### src/rtl/masked_mean_ema_tracker_unit_macros.svh
// assertion helpers for the tracker
`ifndef MASKED_MEAN_EMA_TRACKER_UNIT_MACROS_SVH
`define MASKED_MEAN_EMA_TRACKER_UNIT_MACROS_SVH

// same-cycle implication
`define MMET_ASSERT_NOW(label, ante, cons, msg) \
   label: assert property (@(posedge clock) disable iff (reset) (ante) |-> (cons)) \
      else $error(msg);

// next-cycle implication
`define MMET_ASSERT_NEXT(label, ante, cons, msg) \
   label: assert property (@(posedge clock) disable iff (reset) (ante) |=> (cons)) \
      else $error(msg);

`endif

### src/rtl/mmet_pkg.sv
package mmet_pkg;

   localparam int ELEM_COUNT_DEF = 32;
   localparam int ELEM_W    = 6;
   localparam int SK_W      = 16;
   localparam int CFG_W     = 17;
   localparam int CNT_W     = 17;
   localparam int SUM_W     = 33;
   localparam int AVG_W     = 32;
   localparam int FRAC_W    = 17;
   localparam int DIV_W     = 33;
   localparam int CSR_IDX_W = 2;

   localparam logic [CFG_W-1:0] CELLS_RST = 17'd1024;
   localparam logic [CFG_W-1:0] LEN_RST   = 17'd256;

   // register indexes
   localparam logic [CSR_IDX_W-1:0] CSR_CELLS = 2'd0;
   localparam logic [CSR_IDX_W-1:0] CSR_LEN   = 2'd1;

   localparam logic [CNT_W-1:0]  CNT_MAX  = '1;
   localparam logic [FRAC_W-1:0] FRAC_ONE = 17'd65536;

   typedef enum logic [1:0] {
      DIV_FRAC,
      DIV_FEMA,
      DIV_MEAN,
      DIV_SEMA
   } div_sel_type;

   // controller to datapath
   typedef struct packed {
      logic        acc_rd;
      logic        acc_wr;
      logic        sw_rd;
      logic        sw_ld;
      logic        div_start;
      div_sel_type div_sel;
      logic        div_take;
      logic        sw_wr;
      logic        emit;
      logic        idx_inc;
      logic        sweep_done;
   } cmd_type;

   // datapath to controller
   typedef struct packed {
      logic cell_end;
      logic div_done;
      logic div_busy;
      logic cnt_zero;
      logic seeded;
      logic out_free;
      logic idx_last;
   } sts_type;

endpackage

### src/rtl/mmet_ctrl.sv
module mmet_ctrl (
   input  logic              clock,
   input  logic              reset,
   input  logic              req_accept,
   input  mmet_pkg::sts_type sts,
   output mmet_pkg::cmd_type cmd,
   output logic              req_stall
);

   typedef enum logic [3:0] {
      ST_IDLE,
      ST_ACC_RD,
      ST_ACC_WR,
      ST_SW_RD,
      ST_SW_LD,
      ST_FRAC_GO,
      ST_FRAC_WT,
      ST_FEMA_GO,
      ST_FEMA_WT,
      ST_MEAN_GO,
      ST_MEAN_WT,
      ST_SEMA_GO,
      ST_SEMA_WT,
      ST_SW_WR,
      ST_EMIT
   } state_type;

   state_type state_ff, state_in;

   // next state and command decode
   always_comb begin
      state_in = state_ff;
      cmd      = '0;
      cmd.div_sel = mmet_pkg::DIV_FRAC;
      case (state_ff)
         ST_IDLE: begin
            if (req_accept) state_in = ST_ACC_RD;
         end
         ST_ACC_RD: begin
            cmd.acc_rd = 1'b1;
            state_in   = ST_ACC_WR;
         end
         ST_ACC_WR: begin
            cmd.acc_wr = 1'b1;
            if (sts.cell_end) state_in = ST_SW_RD;
            else if (req_accept) state_in = ST_ACC_RD;
            else state_in = ST_IDLE;
         end
         ST_SW_RD: begin
            cmd.sw_rd = 1'b1;
            state_in  = ST_SW_LD;
         end
         ST_SW_LD: begin
            cmd.sw_ld = 1'b1;
            state_in  = ST_FRAC_GO;
         end
         ST_FRAC_GO: begin
            cmd.div_start = 1'b1;
            state_in      = ST_FRAC_WT;
         end
         ST_FRAC_WT: begin
            if (sts.div_done) begin
               cmd.div_take = 1'b1;
               state_in     = ST_FEMA_GO;
            end
         end
         ST_FEMA_GO: begin
            cmd.div_start = 1'b1;
            cmd.div_sel   = mmet_pkg::DIV_FEMA;
            state_in      = ST_FEMA_WT;
         end
         ST_FEMA_WT: begin
            cmd.div_sel = mmet_pkg::DIV_FEMA;
            if (sts.div_done) begin
               cmd.div_take = 1'b1;
               state_in     = sts.cnt_zero ? ST_SW_WR : ST_MEAN_GO;
            end
         end
         ST_MEAN_GO: begin
            cmd.div_start = 1'b1;
            cmd.div_sel   = mmet_pkg::DIV_MEAN;
            state_in      = ST_MEAN_WT;
         end
         ST_MEAN_WT: begin
            cmd.div_sel = mmet_pkg::DIV_MEAN;
            if (sts.div_done) begin
               cmd.div_take = 1'b1;
               state_in     = sts.seeded ? ST_SEMA_GO : ST_SW_WR;
            end
         end
         ST_SEMA_GO: begin
            cmd.div_start = 1'b1;
            cmd.div_sel   = mmet_pkg::DIV_SEMA;
            state_in      = ST_SEMA_WT;
         end
         ST_SEMA_WT: begin
            cmd.div_sel = mmet_pkg::DIV_SEMA;
            if (sts.div_done) begin
               cmd.div_take = 1'b1;
               state_in     = ST_SW_WR;
            end
         end
         ST_SW_WR: begin
            cmd.sw_wr = 1'b1;
            state_in  = ST_EMIT;
         end
         ST_EMIT: begin
            if (sts.out_free) begin
               cmd.emit = 1'b1;
               if (sts.idx_last) begin
                  cmd.sweep_done = 1'b1;
                  state_in       = ST_IDLE;
               end else begin
                  cmd.idx_inc = 1'b1;
                  state_in    = ST_SW_RD;
               end
            end
         end
         default: state_in = ST_IDLE;
      endcase
   end

   // state register
   always_ff @(posedge clock) begin
      if (reset) begin
         state_ff <= ST_IDLE;
      end else begin
         state_ff <= state_in;
      end
   end

   // cells are taken while idle or while a non-final cell is written back
   assign req_stall = !((state_ff == ST_IDLE) ||
                        ((state_ff == ST_ACC_WR) && !sts.cell_end));

endmodule

### config.mk
export PLATFORM = sky130hd
export DESIGN_NAME = mmet_ctrl
export DESIGN_NICKNAME = d
export VERILOG_FILES = /design/src/rtl/masked_mean_ema_tracker_unit_macros.svh /design/src/rtl/mmet_pkg.sv /design/src/rtl/mmet_ctrl.sv
export SDC_FILE = /design/constraint.sdc
export NUM_CORES = 1
export LEC_CHECK = 0
export ABC_AREA = 1
export BUFFER_PORTS_ARGS = -buffer_cell sky130_fd_sc_hd__buf_4
export CAP_MARGIN = 30
export CORE_AREA = 4 4 41 43
export DETAILED_ROUTE_END_ITERATION = 8
export DIE_AREA = 0 0 45 47
export PLACE_DENSITY_LB_ADDON = 0.12
export SYNTH_ARGS = -nofsm -noshare
export SYNTH_HDL_FRONTEND = slang
export SYNTH_SLANG_ARGS = --single-unit
export TNS_END_PERCENT = 10
### constraint.sdc
create_clock -name clock -period 3.15 [get_ports clock]
set_clock_uncertainty 0.05 [all_clocks]
set_input_delay 0 -clock clock [delete_from_list [all_inputs] [get_ports clock]]
set_output_delay 0 -clock clock [all_outputs]
set_load 0.01 [all_outputs]
==> impl_metrics.env <==
export IMPL_outcome="finished clean"
export IMPL_period_share_pct=45.5
export IMPL_power_density_nw_per_um2=339
export IMPL_drtPass1Iterations=3
export IMPL_worstSetupPathType="register to primary output"
export IMPL_fp_dieArea_sq_um=2120
export IMPL_io_pins=23
export IMPL_start_util_pct=36.8
export IMPL_ir_drop_mv=0.225
export IMPL_synthSimpleGateAreaFrac_pct=57.4
export IMPL_crit_path_end_kind="primary output"
export IMPL_dp_hpwl_mm=1.14
export IMPL_synth_xor_area_share_pct=0
export IMPL_r2r_end="state_ff[0]"
export IMPL_die_w_microns=45
export IMPL_wirelength_mm=1.34
export IMPL_yosysWarnings=0
export IMPL_final_setup_tns_ps=0
export IMPL_vias=612
export IMPL_synth_adder_area_share_pct=0
export IMPL_grt_pass1_wl_mm=2.47
export IMPL_core_area_sq_um=1300
export IMPL_regMostFlops="state_ff"
export IMPL_path_max_fanout=7
export IMPL_ctsHtreeMaxLevel=1
export IMPL_die_h_microns=47
export IMPL_overflow=0
export IMPL_yosys_register_bits=4
export IMPL_critPathRequiredTime_ps=3100
export IMPL_drv_cap=0
export IMPL_fill_cells=148
export IMPL_hold_class="input pin to register"
export IMPL_drive_above_1_share_pct=35.7
export IMPL_final_cell_mix="nand2_1 (27), buf_4 (21), inv_1 (10), nor2_1 (10)"
export IMPL_syn_area_sq_um=479
export IMPL_areaGrowthSynthToFinish_pct=43.6
export IMPL_nets=127
export IMPL_clk_latency_ps=240
export IMPL_place_congestion=0.814
export IMPL_cts_sinks=4
export IMPL_rows=13
export IMPL_setup_violations=0
export IMPL_synth_compound_area_share_pct=12.5
export IMPL_slew_viol_final=0
export IMPL_rr_worst_depth=7
export IMPL_vias_per_cell=4.71
export IMPL_worstMarginPinSlew_ps=284
export IMPL_grt_usage_pct=15.9
export IMPL_synth_top_area_cell="nand2_1"
export IMPL_syn_nets=100
export IMPL_finalHoldViolations=0
export IMPL_reg_largest_list="state_ff (4)"
export IMPL_crit_path_start_kind="register"
export IMPL_power_leakage_nw=0.379
export IMPL_cts_resized_gates=0
export IMPL_min_path_cells=5
export IMPL_grt_max_degree=8
export IMPL_synthCells=90
export IMPL_cts_buffers=3
export IMPL_min_period_ps=1430
export IMPL_clk_pin_slew_worst_paths_ps=40
export IMPL_synthTopCellsByArea="nand2_1 (21%), dfxtp_1 (17%), inv_1 (7.8%)"
export IMPL_cts_root_buffer="clkbuf_4"
export IMPL_synthMuxAreaShare_pct=0
export IMPL_fin_hold_ws_ps=108
export IMPL_grt_pass1_vias=602
export IMPL_diodes=0
export IMPL_ys_seq_area_share_pct=16.7
export IMPL_drtAntennaViolNets=0
export IMPL_max_clock_path_buffers=2
export IMPL_largest_register_ffs=4
export IMPL_rsz0062_at_grt="false"
export IMPL_wl_per_cell_microns=10.3
export IMPL_avgSynthCellArea_sq_um=5.32
export IMPL_layout_commonest_cell="nand2_1"
export IMPL_portBuffers=21
export IMPL_hold_end="state_ff[0]"
export IMPL_min_from="req_accept"
export IMPL_synth_top_family_by_area="simple AND/OR/NAND/NOR gates"
export IMPL_cts_tree="built"
export IMPL_drcViolationCount=0
export IMPL_fmax_ghz=0.698
export IMPL_regToRegSetupSlack_ps=1760
export IMPL_max_slew_margin_pct=81.0
export IMPL_first_iter_violations=10
export IMPL_r2r_start="state_ff[0]"
export IMPL_cp_arrival_ps=1380
export IMPL_ys_types=21
export IMPL_antenna_found_initial=0
export IMPL_post_cts_buffers=0
export IMPL_synth_top_cell_area_share_pct=21.1
export IMPL_p_total_w=0.000233
## through the flow
step                utilization (%)  cell area [sq um]  setup WS (ps)  std cells
finish                         52.9                688           1720        130
global placement               50.4                656           1790        126
global route                   52.9                688           1570        130
detailed placement             50.4                656           1760        126
floorplan                         -                479           1940         90
CTS                            52.9                688           1730        130
## synthesized netlist by cell type
| cell | count |
|---|---|
| nand2_4 | 1 |
| nor2_2 | 5 |
| o21bai_1 | 1 |
| nand3_1 | 6 |
| o21ai_0 | 1 |
| inv_2 | 6 |
| nor3_1 | 3 |
| a21boi_0 | 1 |
| nand3b_1 | 1 |
| a21oi_1 | 4 |
| nand2_2 | 3 |
| nor2_1 | 10 |
| a31oi_1 | 1 |
| a21oi_2 | 1 |
| inv_1 | 10 |
| o21ai_1 | 1 |
| nand4_1 | 2 |
| nand2_1 | 27 |
| dfxtp_1 | 4 |
| nand3_2 | 1 |
| clkinv_1 | 1 |
## area by class of cell
type	count	area, sq um	area share (%)
clock buffers	3	22.5	3.27
inverters	17	63.8	9.27
well taps	15	18.8	2.73
multi-input cells	69	335	48.7
repair buffers	22	168	24.4
flip-flops and latches	4	80.1	11.6
## critical path, cell delays in order, from the launching register on
cell	delay [ps]
dfxtp_1	460
inv_2	80
nor2_2	220
nand2_1	80
nand2_1	90
inv_2	40
nand3_1	60
buf_4	120
## routing by layer
metal  track usage, %  wire length [microns]  vias to the layer above  part of all wire, %
li1                 -                      -                      334                    -
met1             20.0                    603                      261                   45
met2             26.6                    671                       17                   50
met3             6.13                     69                        0                  5.1
met4             1.75                      0                        0                    0
met5                0                      0                        -                    0
## where the power goes
group	internal (W)	leakage, nW	switching (W)
Combinational	0.0000446	0.333	0.0000593
Clock	0.0000427	0.0138	0.0000215
Sequential	0.0000564	0.0326	0.00000909
Total	0.000144	0.379	0.0000899
## logic make-up (layout without fill, tap and decap cells)
logic type	Yosys count	in the layout
buf+inv	17	42
simple gates	59	59
flops	4	4
compound gates	10	10
## worst max-delay path by stage
stage	slack, ps	cells after the start	endpoint	from
finish	1720	7	cmd[5]	state_ff[3]
floorplan	1940	8	state_ff[3]	state_ff[3]
CTS	1730	7	cmd[5]	state_ff[3]
detailed placement	1760	7	state_ff[0]	state_ff[0]
global route	1570	8	state_ff[2]	state_ff[1]
global placement	1790	7	state_ff[0]	state_ff[0]
## what timing repair did
item                       in CTS  in global routing
hold endpoints to repair        4                  0
setup endpoints to repair       0                  0
hold buffers                    1                  0
No activity file was read; power rests on OpenSTA's default activity.
